## config.mk

```make
export PLATFORM = sky130hd
export DESIGN_NAME = mava_merge
export DESIGN_NICKNAME = d
export VERILOG_FILES = /design/src/design/mava_pkg.sv /design/src/design/mava_merge.sv
export SDC_FILE = /design/constraint.sdc
export NUM_CORES = 2
export LEC_CHECK = 0
export BUFFER_PORTS_ARGS = -buffer_cell sky130_fd_sc_hd__buf_2
export CAP_MARGIN = 0
export CORE_AREA = 2 2 365 367
export CTS_CLUSTER_DIAMETER = 100
export DETAILED_ROUTE_END_ITERATION = 6
export DIE_AREA = 0 0 367 369
export GPL_TIMING_DRIVEN = 0
export MAX_ROUTING_LAYER = met4
export PLACE_DENSITY_LB_ADDON = 0.15
export SETUP_SLACK_MARGIN = 0.02
export SYNTH_ARGS = -nofsm -noshare
export SYNTH_HDL_FRONTEND = slang
export SYNTH_SLANG_ARGS = --single-unit
```

## constraint.sdc

```tcl
create_clock -name clk -period 13.3 [get_ports clk]
set_clock_uncertainty 0.2 [all_clocks]
set_input_delay 0 -clock clk [delete_from_list [all_inputs] [get_ports clk]]
set_output_delay 0 -clock clk [all_outputs]
set_load 0.005 [all_outputs]
```

## src/design/mava_pkg.sv

```systemverilog
// ----------------------------------------------------------------------------
// mava_pkg: shared widths and helpers for the mesh area/volume/box accumulator
// Holds the widths and the saturating arithmetic used by the lane and merge
// modules.
// ----------------------------------------------------------------------------
`default_nettype none
package mava_pkg;
	localparam int COORD_BITS_DEF = 20;
	localparam int ACC_W          = 64;
	localparam int SUM_W          = 63;
	localparam logic [ACC_W-1:0] MAX63 = {1'b0, {SUM_W{1'b1}}};

	// Saturating unsigned add, result capped at 2^63-1.
	function automatic logic [ACC_W-1:0] sat_add63(input logic [ACC_W-1:0] s,
			input logic [ACC_W-1:0] t);
		logic [ACC_W-1:0] sc;
		logic [ACC_W:0]   sum;
		sc  = (s > MAX63) ? MAX63 : s;
		sum = {1'b0, sc} + {1'b0, t};
		sat_add63 = (sum > {1'b0, MAX63}) ? MAX63 : sum[ACC_W-1:0];
	endfunction

	// Saturating signed add, result held within +-(2^63-1).
	function automatic logic signed [ACC_W-1:0] sat_adds(input logic signed [ACC_W-1:0] s,
			input logic signed [ACC_W-1:0] t);
		logic signed [ACC_W:0] sum;
		sum = {s[ACC_W-1], s} + {t[ACC_W-1], t};
		if (sum > $signed({2'b00, MAX63[SUM_W-1:0]}))
			sat_adds = $signed(MAX63);
		else if (sum < -$signed({2'b00, MAX63[SUM_W-1:0]}))
			sat_adds = -$signed(MAX63);
		else
			sat_adds = sum[ACC_W-1:0];
	endfunction
endpackage
`default_nettype wire

```

## src/design/mava_merge.sv

```systemverilog
// ----------------------------------------------------------------------------
// mava_merge: merge of lane results into the running sums
// Sums the lane outputs, accumulates with saturation, and tracks the box.
// ----------------------------------------------------------------------------
`default_nettype none
module mava_merge #(
	parameter int COORD_BITS = mava_pkg::COORD_BITS_DEF
) (
	input  wire logic                            clk,
	input  wire logic                            arst_n,
	input  wire logic                            add_en,
	input  wire logic                            clr,
	input  wire logic [2:0][63:0]                n_mag,
	input  wire logic [63:0]                     vol_sum3,
	input  wire logic [63:0]                     root,
	input  wire logic [2:0][2:0][COORD_BITS-1:0] verts,
	output logic [63:0]                          area_q,
	output logic signed [63:0]                   vol_q,
	output logic [2:0][63:0]                     proj_q,
	output logic [2:0][COORD_BITS-1:0]           low_q,
	output logic [2:0][COORD_BITS-1:0]           high_q,
	output logic                                 seen_q
);
	logic [2:0][COORD_BITS-1:0] lo_n, hi_n;

	always_comb begin
		lo_n = low_q;
		hi_n = high_q;
		for (int k = 0; k < 3; k++) begin
			for (int i = 0; i < 3; i++) begin
				if ((!seen_q && k == 0) || $signed(verts[k][i]) < $signed(lo_n[i]))
					lo_n[i] = verts[k][i];
				if ((!seen_q && k == 0) || $signed(verts[k][i]) > $signed(hi_n[i]))
					hi_n[i] = verts[k][i];
			end
		end
	end

	always_ff @(posedge clk or negedge arst_n) begin
		if (!arst_n) begin
			area_q <= '0;
			vol_q  <= '0;
			proj_q <= '0;
			low_q  <= '0;
			high_q <= '0;
			seen_q <= 1'b0;
		end else if (clr) begin
			area_q <= '0;
			vol_q  <= '0;
			proj_q <= '0;
			low_q  <= '0;
			high_q <= '0;
			seen_q <= 1'b0;
		end else if (add_en) begin
			area_q <= mava_pkg::sat_add63(area_q, root);
			vol_q  <= mava_pkg::sat_adds(vol_q, vol_sum3);
			for (int i = 0; i < 3; i++)
				proj_q[i] <= mava_pkg::sat_add63(proj_q[i], n_mag[i]);
			low_q  <= lo_n;
			high_q <= hi_n;
			seen_q <= 1'b1;
		end
	end
endmodule
`default_nettype wire

```

# Word level (Yosys, flattened, before mapping)
# Cells that the tools add are included.
[word_totals]
output_inout_bits = 441
regBits = 441
wordCells = 93
in_bits = 504
[classes]
n_reduce_logical = 8
magnitude_cmp = 28
addsub = 5
n_mux = 40
[op_table]
columns = ["op", "n"]
rows = [
  ["$mux W64", 14],
  ["$mux W192", 2],
  ["$mux W20", 18],
  ["$add A64 B64 Y65", 5],
  ["$gt A65 B63 Y1 const B", 4],
  ["$gt A64 B63 Y1 const B", 4],
  ["$mux W60", 4],
  ["$gt A20 B20 Y1", 9],
  ["$lt A20 B20 Y1", 9],
  ["$gt A65 B64 Y1 const B", 1],
  ["$lt A65 B64 Y1 const B", 1],
  ["$logic_or A1 B1 Y1", 6],
  ["$mux W1", 2],
  ["$reduce_bool A2 Y1", 1],
  ["$logic_not A1 Y1", 1],
]

# Longest topological paths before layout
[logic_depth]
depth_word = 9
ltp_mapped = 45
mapped_depth_nobuf = 41

# Worst setup path before layout
# No wires, ideal clock.
[synth_timing]
kind = "flip-flop to flip-flop"
from = "reg low_q[25] (netlist bit)"
to = "reg low_q[20] (netlist bit)"
setup_ns = 0.094
path_stages_with_launch = 41
required_ns = 13.006
slack_ns = 5.081
t_arrival_ns = 7.925
synth_period_minus_slack_ns = 8.219
path_cell_list = "dfrtp_1 > inv_1 > ha_1 > a21o_1 > a21o_1 > a21oi_1 > o21ai_0 > o21ai_0 > a21oi_1 > nor2_1 > buf_1 > clkbuf_1 > mux2i_1 > ha_1 > a21o_1 > a21o_1 > a21o_1 > a21o_1 > (+5 left out) > or2_2 > clkbuf_1 > o21ai_0 > inv_1 > ha_1 > a21o_1 > a21o_1 > a21o_1 > a21o_1 > a21o_1 > a21oi_1 > o21bai_1 > a21oi_1 > nand3_1 > o211ai_1 > buf_1 > mux2i_1 > a211oi_1"
[synth_between]
elab_chain_len = 9
[synth_lines]
columns = ["item", "line_no", "rtl"]
rows = [
  ["start: declaration", "mava_merge.sv:20", "output logic [2:0][COORD_BITS-1:0] low_q,"],
  ["start signal: assignment", "mava_merge.sv:59", "low_q <= lo_n;"],
  ["$lt A20 B20 Y1", "mava_merge.sv:31", "if ((!seen_q && k == 0) || $signed(verts[k][i]) < $signed(lo_n[i]))"],
  ["$logic_or A1 B1 Y1", "mava_merge.sv:31", ""],
  ["$mux W20 *", "mava_merge.sv:31", ""],
  ["$lt A20 B20 Y1", "mava_merge.sv:31", ""],
  ["$mux W20 *", "mava_merge.sv:31", ""],
  ["$lt A20 B20 Y1", "mava_merge.sv:31", ""],
  ["$mux W20 *", "mava_merge.sv:31", ""],
  ["$mux W60 *", "mava_merge.sv:54", "end else if (add_en) begin"],
  ["$mux W60 *", "mava_merge.sv:47", "end else if (clr) begin"],
]
# Mark *: on every way between the ends. The rest lies on a longest branch, timed or not. The select of a mux whose other input is x is not followed.
# A chain may end at the register's enable or synchronous reset.

# Final worst setup path
[layout_timing]
from = "reg low_q[25] (netlist bit)"
to = "reg low_q[21] (netlist bit)"
# The elaborated chain is that of the path after synthesis.

==> flow_summary_export.csv <==
group,metric,value,unit
status,status,"finished, violations left",
status,violations,"max-capacitance violations, max-slew violations",
power,ir_worst_vdd,0.000101,V
power,p_total,8580,uW
worst_hold_path,hp-class,"in2reg",
worst_setup_path,worst_ep_arrival_time,11.90,ns
yosys,synth_common_cells,"687 x nor2_1, 671 x ha_1, 477 x a21oi_1",
timing,tightest_slew,1.55,ns
global_routing,antenna_found_initial,68,
die,coreArea,131000,sq um
routing,vias_per_cell,5.65,
yosys,syn_area,49100,sq um
clocking,ctsResizeCount,0,
yosys,synthFlopType,"dfrtp_1",
routing,routed_wl,228000,microns
placed_design,dpl.hpwl,181000,microns
power,pwr-share-clk,0.234,
worst_setup_path,crit_start,"low_q[25]",
layout,area_growth,34.1,%
timing,setup_viol,0,
yosys,yosys.cell_count.top_type,"nor2_1",
power,internal-power,4840,uW
worst_setup_path,crit_path_top_delay_cell,"buf_1",
clocking,cts_tree,"built",
global_routing,grt_pass1_wl,340000,microns
placed_design,gp_congestion,0.984,
clocking,clock_latency,0.67,ns
routing,final_antenna_net_count,0,
clocking,path_clk_slew,0.05,ns
routing,first_pass_iters,6,
clocking,cts.path.max_buffers,3,
yosys,yosys_warnings,0,
yosys,ys_async_sr_fraction,1.00,
power,power-per-cell-area,130,nW/um^2
worst_setup_path,cp_max_fo,10,
job,drv_cap,1,
power,p_sw_frac,0.436,
clocking,holdBufCountCts,710,
global_routing,overflow,0,
die,pin_count,945,
timing,slew_viol_final,11,
worst_setup_path,reg2reg_from,"low_q[25]",
yosys,syn_area_per_cell,7.95,sq um
timing,hold_viol_final,0,
layout,final_nets,9093,
timing,maxSlewHeadroom,-0.0342,
layout,drive_gt1_frac,0.181,
worst_setup_path,cp.required,13.66,ns
routing,dr_total_vias,55400,
placed_design,port-buffer-count,942,
global_routing,grt_max_degree,100,
die,dieWidth,367,microns
yosys,synthTopCellsByArea,"dfrtp_1 22%, ha_1 17%, a211oi_1 5.6%",
worst_setup_path,cp-end-kind,"register",
die,dieArea,135000,sq um
timing,max_freq,86.7,MHz
routing,dr.first_iter.drc_count,4578,
clocking,cts_sinks,441,
yosys,synth_top_cell_by_area,"dfrtp_1",
yosys,synth_top_area_share,0.225,
worst_hold_path,hp-start,"vol_sum3[25]",
timing,layout_min_cycle_time,11.54,ns
global_routing,grt_pass1_vias,54100,
worst_setup_path,crit_type,"reg2reg",
die,die_y,369,microns
die,start_util,0.375,
timing,grt_setup_unrepaired,"no",
routing,wl_per_cell,23.3,microns
die,num_rows,133,
routing,drc,0,
power,switchingPower,3740,uW
yosys,synth_seq_area_share,0.225,
clocking,post_cts_buffers,0,
timing,period_share,0.867,
power,combPwrFrac,0.561,
yosys,ys_ff_latch,441,
clocking,cts_root_buf,"clkbuf_16",
clocking,cts_made_buffers,68,
yosys,synth_edf_count,0,
yosys,syn_inst,6183,
global_routing,grtUsageTotal,0.334,
power,leakagePower,0.0329,uW
power,p_seq_frac,0.205,
clocking,htreeDepth,3,
timing,finalSetupTns,0,ns
worst_setup_path,max_stage_delay,0.75,ns
worst_setup_path,cp_common_cell,"a21o_1",
worst_setup_path,start_kind,"register",
yosys,synth.distinct_cells,84,
==> registers in the layout (all words and copies together), names as in the netlist <==
| signal | count |
|---|---|
| area_q | 64 |
| high_q | 60 |
| low_q | 60 |
| proj_q | 192 |
| seen_q | 1 |
| vol_q | 64 |
==> critical path, delay by kind of cell, from the launching register on <==
kind	cells	cell delay, ns
muxes	3	0.73
buffers and inverters	7	3.24
adders and majority gates	3	0.90
AOI/OAI and AO/OA	23	4.81
DFF	1	0.40
and+or+nand+nor	5	1.15
==> routing by layer <==
metal  global-route usage  vias to the layer above  routed length (microns)
met5                    -                        -                        0
met3               0.0735                      440                    17700
met2                0.527                     2032                   103000
met1                0.412                    26600                    96500
li1                     -                    26300                        -
met4                0.140                        0                    10600
==> per-stage QoR <==
| step | instance area (sq um) | setup WS, ns | cells | hold WS, ns | util |
|---|---|---|---|---|---|
| after floorplan | 49100 | 5.08 | 6186 | -0.496 | - |
| after global placement | 56100 | 1.53 | 8883 | 0.107 | 0.427 |
| after detailed placement | 56200 | 2.68 | 8888 | -0.213 | 0.429 |
| after CTS | 65700 | 2.15 | 9723 | 0.00125 | 0.501 |
| after global routing | 65900 | 1.16 | 9781 | 0.0604 | 0.502 |
| final | 65900 | 1.76 | 9796 | 0.0398 | 0.503 |
==> path summary, 6_finish.rpt <==
| kind | endpoint | slack, ns | cells after the start |
|---|---|---|---|
| setup / recovery | low_q[21] | 1.76 | 41 |
| hold / removal | vol_q[25] | 0.04 | 6 |
| setup reg to reg | low_q[21] | 1.76 | 41 |
| hold reg to reg | vol_q[38] | 0.31 | 2 |
| max in group asynchronous | proj_q[92] | 11.48 | 5 |
| min in group asynchronous | low_q[26] | 0.27 | 4 |
==> logic make-up (layout without fill, tap and decap cells) <==
family / Yosys count / count (layout) / share of synthesized area
xor gates and xnor gates: 282 / 282 / 0.0503
adders and majority gates: 676 / 676 / 0.173
and+or+nand+nor: 1977 / 1977 / 0.196
DFF: 441 / 441 / 0.225
other: 1 / 77 / 0.0000763
AOI/OAI and AO/OA: 2059 / 2059 / 0.280
muxes: 132 / 132 / 0.0282
buffers and inverters: 615 / 2397 / 0.0480
==> area by class of cell <==
| type | instances | area, sq um |
|---|---|---|
| antenna | 73 | 183 |
| buffer | 324 | 1270 |
| clock buffer | 99 | 2030 |
| clock inverter | 26 | 372 |
| fill | 13100 | 65200 |
| inverter | 291 | 1090 |
| multi-input combinational | 5130 | 35800 |
| sequential | 441 | 11000 |
| tap | 1755 | 2200 |
| timing repair buffer | 1657 | 12000 |
==> power by group through the flow <==
stage	registers, uW	clock network, uW	logic (uW)
2_1_floorplan	1720	0	2770
3_3_place_gp	1770	0	4170
3_5_place_dp	1780	0	4190
4_1_cts	1750	2040	4730
5_1_grt	1780	2080	5260
6_report	1760	2000	4820
==> placed cells by master (no fill, tap or decap), drive strengths merged, types with 29 or more instances in the layout <==
cell,netlist,layout
nor2,687,687
dfrtp,441,441
o211ai,32,32
mux2i,112,112
nor3,86,86
nand2b,100,100
o21a,38,38
a31oi,55,55
a311oi,29,29
nand3,81,81
a21oi,479,479
xnor2,163,163
nor2b,61,61
ha,671,671
nand4,122,122
diode,0,73
nand2,376,376
or2,290,290
buf,36,984
a211oi,386,386
nor4,32,32
clkbuf,288,387
a21o,362,362
o21bai,67,67
and3,46,46
dlygate4sd3,0,709
xor2,119,119
o22ai,52,52
o21ai,330,330
inv,291,298
Note: power is estimated with default switching activity, not from simulation.
