$ cat src/design/mava_sqrt.sv
// ----------------------------------------------------------------------------
// mava_sqrt: rounded integer square root
// Restoring digit-by-digit root of a 128-bit radicand, one result bit per cycle,
// then rounding to nearest.
// ----------------------------------------------------------------------------
`default_nettype none
module mava_sqrt (
	input  wire logic         clk,
	input  wire logic         arst_n,
	input  wire logic         start,
	input  wire logic [127:0] radicand,
	output logic              done,
	output logic [63:0]       root
);
	logic [127:0] rad_q;
	logic [129:0] rem_q;
	logic [63:0]  r_q;
	logic [6:0]   cnt_q;
	logic         busy_q;
	logic [129:0] trial;
	logic [129:0] rem_sh;

	assign rem_sh = {rem_q[127:0], rad_q[127:126]};
	assign trial  = rem_sh - {64'd0, r_q, 2'b01};

	always_ff @(posedge clk or negedge arst_n) begin
		if (!arst_n) begin
			busy_q <= 1'b0;
			cnt_q  <= '0;
			done   <= 1'b0;
		end else begin
			done <= 1'b0;
			if (start) begin
				busy_q <= 1'b1;
				cnt_q  <= 7'd0;
			end else if (busy_q) begin
				cnt_q <= cnt_q + 7'd1;
				if (cnt_q == 7'd64) begin
					busy_q <= 1'b0;
					done   <= 1'b1;
				end
			end
		end
	end

	always_ff @(posedge clk) begin
		if (start) begin
			rad_q <= radicand;
			rem_q <= '0;
			r_q   <= '0;
		end else if (busy_q) begin
			if (cnt_q != 7'd64) begin
				rad_q <= {rad_q[125:0], 2'b00};
				if (!trial[129]) begin
					rem_q <= trial;
					r_q   <= {r_q[62:0], 1'b1};
				end else begin
					rem_q <= rem_sh;
					r_q   <= {r_q[62:0], 1'b0};
				end
			end else begin
				// remainder above root means the root is nearer the next integer
				if (rem_q > {66'd0, r_q} && r_q != '1)
					root <= r_q + 64'd1;
				else
					root <= r_q;
			end
		end
	end
endmodule
`default_nettype wire

$ cat config.mk
export PLATFORM = sky130hd
export DESIGN_NAME = mava_sqrt
export DESIGN_NICKNAME = d
export VERILOG_FILES = /design/src/design/mava_sqrt.sv
export SDC_FILE = /design/constraint.sdc
export NUM_CORES = 1
export LEC_CHECK = 0
export BUFFER_PORTS_ARGS = -buffer_cell sky130_fd_sc_hd__buf_2
export CORE_AREA = 2 2 231 279
export DETAILED_ROUTE_END_ITERATION = 10
export DIE_AREA = 0 0 233 281
export PLACE_DENSITY = 0.6
export RECOVER_POWER = 50
export SLEW_MARGIN = 25
export SYNTH_ARGS = -nofsm -noshare
export SYNTH_HDL_FRONTEND = slang
export SYNTH_SLANG_ARGS = --single-unit
$ cat constraint.sdc
create_clock -name clk -period 5.6 [get_ports clk]
set_input_delay 1.12 -clock clk [delete_from_list [all_inputs] [get_ports clk]]
set_output_delay 1.12 -clock clk [all_outputs]
set_load 0.01 [all_outputs]
**Word-level counts from Yosys, hierarchy flattened**

Index checks and enable logic that the tools add are counted.

- Add/subtract/negate cells: 3
- Order comparisons: 1
- Eq/ne operators: 3
- Multiplexer cells: 14
- Bitwise logic cells: 2
- Reduce and logical (&&, ||, !) cells: 6

Operators with widths:

| cell | count |
|---|---|
| two-way mux 128 bit | 3 |
| > comparator 130 x 64 -> 1 bit | 1 |
| two-way mux 130 bit | 1 |
| subtractor 130 x 66 -> 130 bit | 1 |
| adder 64 x 1 -> 64 bit (second input constant) | 1 |
| two-way mux 64 bit | 1 |
| != test 64 bit (second input constant) | 1 |
| two-way mux 7 bit | 2 |
| adder 7 x 1 -> 7 bit (second input constant) | 1 |
| == test 7 bit (second input constant) | 1 |
| two-way mux 1 bit | 7 |
| != test 7 bit (second input constant) | 1 |
| AND reduction 2 bit | 2 |
| nonzero test 2 bit | 2 |
| AND reduction 3 bit | 1 |
| NOT 1 bit | 2 |
| logical AND 1 bit | 1 |

- Flip-flop bits (word level): 395
- Input bits: 131
- Output and inout port bits: 65
- Word-level logic and storage cells: 36

**Logic depth before layout (Yosys ltp)**

Gate-level depths: netlist of the first run.

- Word-level depth: 4
- Depth in mapped cells: 24
- Gate-level depth less buffers: 22

**Worst setup path after synthesis of the first run**

Ideal clock, no wire load.

- Kind: input-to-reg
- Start point: in start
- End point: reg root[0], enable pin
- Library setup time: 0.578 ns
- Arrival: 6.437 ns
- Data required time: 5.022 ns
- Setup slack: -1.415 ns
- Cell stages on the path: 4
- Buffers on the path: 3
- Cells stage by stage: clkbuf_1 clkbuf_1 clkbuf_1 nor3b_1

- Word-level cells in the longest chain between the ends: 2

Ends and longest elaborated chain:

| what | RTL line | RTL |
|---|---|---|
| from (decl) | 10 | `input wire logic start,` |
| NOT 1 bit (no source line) | n/a |  |
| AND reduction 3 bit (no source line) | n/a |  |
| to (signal assigned) | 64 | `root <= r_q + 64'd1;` |
| to (signal assigned) | 66 | `root <= r_q;` |
| to (decl) | 13 | `output logic [63:0] root` |

No other way between the ends.
A chain may end at the register's enable or synchronous reset.

**Final worst setup path of the first run**

- Start point: reg r_q[12]
- End point: reg rem_q[88]

- Word-level cells in the longest chain between the ends: 2

Ends and longest elaborated chain:

| what | RTL line | RTL |
|---|---|---|
| from (decl) | 17 | `logic [63:0] r_q;` |
| from (signal assigned) | 56 | `r_q <= {r_q[62:0], 1'b1};` |
| from (signal assigned) | 59 | `r_q <= {r_q[62:0], 1'b0};` |
| subtractor 130 x 66 -> 130 bit | 24 | `assign trial = rem_sh - {64'd0, r_q, 2'b01};` |
| two-way mux 130 bit | 54 | `if (!trial[129]) begin` |
| to (signal assigned) | 55 | `rem_q <= trial;` |
| to (signal assigned) | 58 | `rem_q <= rem_sh;` |
| to (decl) | 16 | `logic [129:0] rem_q;` |

No other way between the ends.

==> impl_metrics.tcl, run 1 <==
set metrics [dict create \
    period_share_pct 91.5 \
    period_needed_ns 5.13 \
    synthArstFlopShare_pct 2.28 \
    drtPass1Iterations 5 \
    crit_path_start_kind "flip-flop" \
    dpl.hpwl_um 46700 \
    rows 101 \
    min_to "rem_q[128]" \
    setup_violations 0 \
    ctsHtreeMaxLevel 2 \
    dpl.cell_count 3191 \
    wl_per_cell_um 19.3 \
    cts_tree "yes" \
    yosysWarnings 0 \
    track_usage_pct 18.9 \
    clockBufferDepth 3 \
    tightest_slew_ns 3.27 \
    critical_path_class "reg2reg" \
    status "complete, but fails checks" \
    synthCells 2265 \
    fmax_ghz 0.195 \
    grt-ovfl-total 0 \
    ir_drop_v 0.000303 \
    cts_setup_buffers 0 \
    viasPerCell 5.46 \
    drv_slew 259 \
    stdcell_count 3271 \
    hp-class "reg2reg" \
    cts_buffers 42 \
    path_max_fanout 7 \
    area_growth_pct 14.3 \
    synth.cell_area_sq_mm 0.0218 \
    dr.first_iter.drc_count 1097 \
    synth.avg_cell_area_sq_um 9.64 \
    layout-drive-gt1-share_pct 16.2 \
    cap_violations 4 \
    min_from "rem_q[128]" \
    antenna_found_initial 6 \
    rsz0062_at_grt "no" \
    crit_start "r_q[12]" \
    violations "max-capacitance violations, max-slew violations" \
    required_ns 6.03 \
    hold_viol 0 \
    crit_arrival_ns 5.55 \
    endpoint_kind "flip-flop" \
    final_cell_mix "nand2_1, dfxtp_1, edfxtp_1" \
    die_w_um 233 \
    whs_path_depth 2 \
    r2r-start "r_q[12]" \
    cts_resized 0 \
    wl_um 63100 \
    final_area_sq_mm 0.0250 \
    p_leak_nw 9.23 \
    final_util_pct 39.7 \
    grt_max_degree 103 \
    core_sq_mm 0.0628 \
    rrSetupSlack_ns 0.47 \
    ys_ff_latch 395 \
    ctsHoldBuffers 0 \
    yosysUniqueCellTypes 85 \
    placed_area_sq_mm 0.0236 \
    die_h_um 281 \
    drc 0 \
    cts.sinks 395 \
    initial_core_util_pct 34.8 \
    final.setup.tns_ns 0 \
    seq_area_frac_synth_pct 45.2 \
    num_io_pins 196 \
    clk_pin_slew_ns 0.07 \
    grt_pass1_wl_um 97600 \
    synthFlopType "dfxtp_1" \
    slew_headroom_pct -118 \
    synth_nets 2466 \
    io_buffer_count 195 \
    reg2regPathDepth 22 \
    clock_latency_ns 0.60 \
    layout.nets 2612 \
    final_antenna_net_count 0 \
    routabilityCongestion 0.945 \
    grt_pass1_vias 17600 \
    vias 17900 \
    synth_edf_count 192 \
    mostFrequentLayoutCell "nand2_1" \
    r2r-end "rem_q[88]" \
    fin_skew_ns 0.0341 \
    power_density_mw_per_mm2 594 \
    cts_root_buffer "clkbuf_16" \
    die_area_sq_mm 0.0655 \
]
[registers in the layout (all words and copies together) (netlist names)]
register / cells
cnt_q: 7
done: 1
rad_q: 128
busy_q: 1
root: 64
r_q: 64
rem_q: 130
[final cells by class]
type                    count  area, sq um
well taps                 824         1030
clock buffers              59         1230
clock inverters            18          213
repair buffers            227         1130
diodes                      3         7.51
fillers                  6219        37900
multi-input cells        1642        11100
flip-flops and latches    395         9870
inverters                 103          390
[cells by family after synthesis]
family,count (synthesis),synth area share (%)
fa+ha+maj,70,4.01
flops,395,45.2
compound gates,568,15.9
simple gates,668,15.7
mux,148,7.51
xor+xnor,188,7.54
buf+inv,228,4.13
[per-stage QoR]
stage / setup WS (ns) / hold slack (ns) / total power [mW]
after floorplan: 0.565 / 0.425 / 9.29
after global placement: 0.548 / 0.442 / 11.7
after detailed placement: 0.543 / 0.445 / 11.7
after CTS: 0.490 / 0.346 / 14.8
after global routing: 0.0871 / 0.491 / 15.8
final: 0.475 / 0.463 / 14.8
[report_power, final]
| part | total, mW | switching, mW | internal (mW) |
|---|---|---|---|
| logic | 7.84 | 4.97 | 2.87 |
| clock network | 2.96 | 1.23 | 1.73 |
| registers | 4.02 | 0.484 | 3.54 |
[worst max-delay path, cell delays in order, from the launching register on]
cell,delay (ns)
dfxtp_1,0.37
inv_1,0.09
ha_1,0.37
a21o_1,0.25
a31oi_1,0.19
o31ai_1,0.11
a31o_2,0.28
o31ai_2,0.41
o31a_1,0.27
o21ai_0,0.14
nand2_1,0.09
nand2_1,0.06
ha_1,0.32
nand2b_1,0.08
a21oi_1,0.13
nand3_1,0.17
or2_2,0.37
or2_2,0.30
or3_1,0.35
o21ai_0,0.16
a21oi_1,0.08
a221oi_1,0.24
o31ai_1,0.12
[worst max-delay path by stage]
stage | cells past startpoint | slack [ns] | endpoint
6_report | 22 | 0.47 | rem_q[88]
3_3_place_gp | 22 | 0.55 | rem_q[88]
2_1_floorplan | 23 | 0.57 | rem_q[113]
4_1_cts | 22 | 0.49 | rem_q[88]
5_1_grt | 22 | 0.09 | rem_q[128]
3_5_place_dp | 22 | 0.54 | rem_q[128]
[cells in the mapped netlist (5+ instances only)]
master      n  area, sq um
nor4_2      8          100
a21boi_0    5         37.5
nand3_1    43          215
o21ai_0   184          921
a22oi_1    40          300
xor2_1     58          508
and3_1     10         62.6
nor4_1     38          238
edfxtp_1  192         5770
or2_2       9         56.3
mux2_2    126         1420
o21a_1      6         45.0
o21bai_1   26          195
mux2i_1    22          220
nand4_1    61          382
xnor2_1   130         1140
or3_1      29          181
dfrtp_1     9          225
o31ai_1     9         67.6
o22ai_1    66          413
nor3_1     50          250
o21ai_1     5         25.0
ha_1       70          876
and4_1      7         61.3
a211oi_1   20          150
a22o_1      5         43.8
dfxtp_1   194         3880
buf_2       5         25.0
a21oi_1   122          611
nor3_2     12          120
nor2b_1     5         31.3
inv_1     101          379
a21o_1     26          195
nand2b_1   15         93.8
a31oi_1    10         62.6
nor2_1    140          526
or4_1       8         60.1
nand2_1   195          732
and2_1      8         50.1
o211ai_1    8         60.1
clkbuf_1  113          424
[layer usage]
layer | global-route usage [%] | wire length, um | up-vias
met2 | 32.4 | 29900 | 586
met4 | 8.31 | 2780 | 10
met5 | 0 | 55 | -
li1 | - | - | 8608
met1 | 22.3 | 26200 | 8504
met3 | 4.45 | 4160 | 149
Note: power is estimated with default switching activity, not from simulation.
==> run 2, diff against run 1 <==
REMOVE_ABC_BUFFERS = 1   (was not set)
SLEW_MARGIN = not set   (was 25)
==> run 2 against run 1 <==
Setup slack lost 0.044 ns. Global-route usage rose by 0.51 points. The run still ends with max-capacitance violations, max-slew violations left. Via count rose by 0.30%. Cell count barely moved. Sequential power barely moved. Largest cell class unchanged. Sequential share of layout area barely moved. Combinational power is 1% higher. First-iteration DRC count fell by 4.8%. Routed wire length increased by 1.8%. Highest routed layer unchanged. Critical endpoint is now rem_q[128].
==> impl_metrics.tcl, run 2 (same netlist as run 1, synthesis figures left out) <==
set metrics [dict create \
    clk_pin_slew_ns 0.06 \
    power_density_mw_per_mm2 596 \
    fillers 6199 \
    grt_pass1_vias 18100 \
    period_share_pct 92.3 \
    fin_hold_ws_ns 0.450 \
    slew_headroom_pct -140 \
    required_ns 6.07 \
    core_sq_mm 0.0628 \
    fin_skew_ns 0.0278 \
    grt_pass1_wl_um 100000 \
    hp-class "reg2reg" \
    period_needed_ns 5.17 \
    crit_start "r_q[18]" \
    rsz0062_at_grt "no" \
    final_antenna_net_count 0 \
    largest_reg_flops 130 \
    reg.largest.list "rem_q: 130 flops, rad_q: 128 flops" \
    layout.nets 2616 \
    crit_arrival_ns 5.64 \
    grt_max_degree 94 \
    rows 101 \
    crit_path_start_kind "flip-flop" \
    reg2regPathDepth 22 \
    cts_root_buffer "clkbuf_16" \
    initial_core_util_pct 34.8 \
    endpoint_kind "flip-flop" \
    track_usage_pct 19.4 \
    clock_latency_ns 0.60 \
    rrSetupSlack_ns 0.43 \
    wl_per_cell_um 19.6 \
    r2r-start "r_q[18]" \
    violations "max-capacitance violations, max-slew violations" \
    area_growth_pct 14.2 \
    wl_um 64200 \
    vias 17900 \
    status "complete, but fails checks" \
    fmax_ghz 0.193 \
    grt-ovfl-total 0 \
    io_buffer_count 195 \
    ir_drop_v 0.000276 \
    dpl.hpwl_um 47900 \
    drv_slew 223 \
    final-seq-area_sq_mm 0.00987 \
    setup_violations 0 \
    top_register "rem_q" \
    final.setup.tns_ns 0 \
    r2r-end "rem_q[128]" \
    die_h_um 281 \
    num_io_pins 196 \
    clockBufferDepth 3 \
    drc 0 \
    setup_ws_ns 0.431 \
    place_ws_ns 0.333 \
    die_w_um 233 \
    multi_input_area_sq_mm 0.0111 \
    path_max_fanout 8 \
    die_area_sq_mm 0.0655 \
    hold_viol 0 \
    ctsHtreeMaxLevel 2 \
    final_area_sq_mm 0.0249 \
    layout-drive-gt1-share_pct 16.4 \
    cts.sinks 395 \
    viasPerCell 5.47 \
    tightest_slew_ns 3.60 \
    cts_buffers 43 \
    critical_path_class "reg2reg" \
    ctsHoldBuffers 0 \
    final_cell_mix "nand2_1, dfxtp_1, edfxtp_1" \
    critPathCapture "rem_q[128]" \
    p_leak_nw 9.21 \
    antenna_found_initial 9 \
    drtPass1Iterations 5 \
    placed_area_sq_mm 0.0236 \
    mostFrequentLayoutCell "nand2_1" \
    cap_violations 3 \
    routabilityCongestion 0.958 \
    dr.first_iter.drc_count 1044 \
    cts_tree "yes" \
]
[run 2: cell count changes in the layout (fill, tap and decap cells not counted), moves of 2 or more]
cell	delta
mux2_2	+4
mux2_1	-4
buf_4	+5
clkbuf_8	-3
clkbuf_1	+3
clkinv_1	-2
[run 2: cell type report]
type                       instances  area share (%)
multi-input combinational       1642            44.4
sequential                       395            39.6
clock buffer                      60            4.91
timing repair buffer             230            4.61
tap                              824            4.13
inverter                         103            1.55
clock inverter                    17           0.738
antenna                            2          0.0201
[run 2: worst min-delay path by stage]
stage	from	endpoint	slack, ns	cells past startpoint
final	rem_q[128]	rem_q[128]	0.45	2
after detailed placement	rem_q[128]	rem_q[128]	0.44	2
after global placement	rem_q[128]	rem_q[128]	0.44	2
after global routing	rem_q[128]	rem_q[128]	0.49	2
after floorplan	rem_q[128]	rem_q[128]	0.43	2
after CTS	arst_n	done	0.37	1
[run 2: repair_timing]
| item | CTS | global route |
|---|---|---|
| endpoints found under the setup margin | 0 | 3 |
| resized for setup | 0 | 4 |
| buffers inserted | 0 | 0 |
[run 2: worst max-delay path, stage by stage, from the launching register on]
cell and delay [ns]:
dfxtp_1 0.40, inv_1 0.10, ha_1 0.43, nand4_1 0.18
or3_1 0.37, nor3_1 0.15, o31a_1 0.25, o31ai_4 0.10
o31a_1 0.36, o21ai_1 0.25, nand2_1 0.08, nand2_1 0.08
ha_1 0.16, nand2b_1 0.09, a21oi_1 0.12, nand3_1 0.21
nor4_2 0.42, buf_4 0.19, nand4_1 0.16, or4b_1 0.52
a41oi_1 0.21, xnor2_1 0.14, o21ai_1 0.07
[run 2: report_power, final]
group / total [mW] / leakage [nW] / switching (mW) / internal [mW]
Sequential: 4.03 / 3.65 / 0.487 / 3.54
Clock: 2.88 / 0.682 / 1.21 / 1.67
Combinational: 7.95 / 4.88 / 5.04 / 2.91
[run 2: per-stage QoR]
| stage | power [mW] | utilization, % | instances |
|---|---|---|---|
| 3_3_place_gp | 11.8 | 37.6 | 3194 |
| 3_5_place_dp | 11.8 | 37.6 | 3194 |
| 2_1_floorplan | 9.24 | - | 2140 |
| 6_report | 14.9 | 39.7 | 3273 |
| 5_1_grt | 15.8 | 39.7 | 3273 |
| 4_1_cts | 14.8 | 39.8 | 3271 |
[run 2: metal layers]
layer  wire length [um]  GRT usage, %
met1              26200          22.7
met2              31500          34.2
met3               4060          4.42
met4               2400          7.30
met5                 42             0
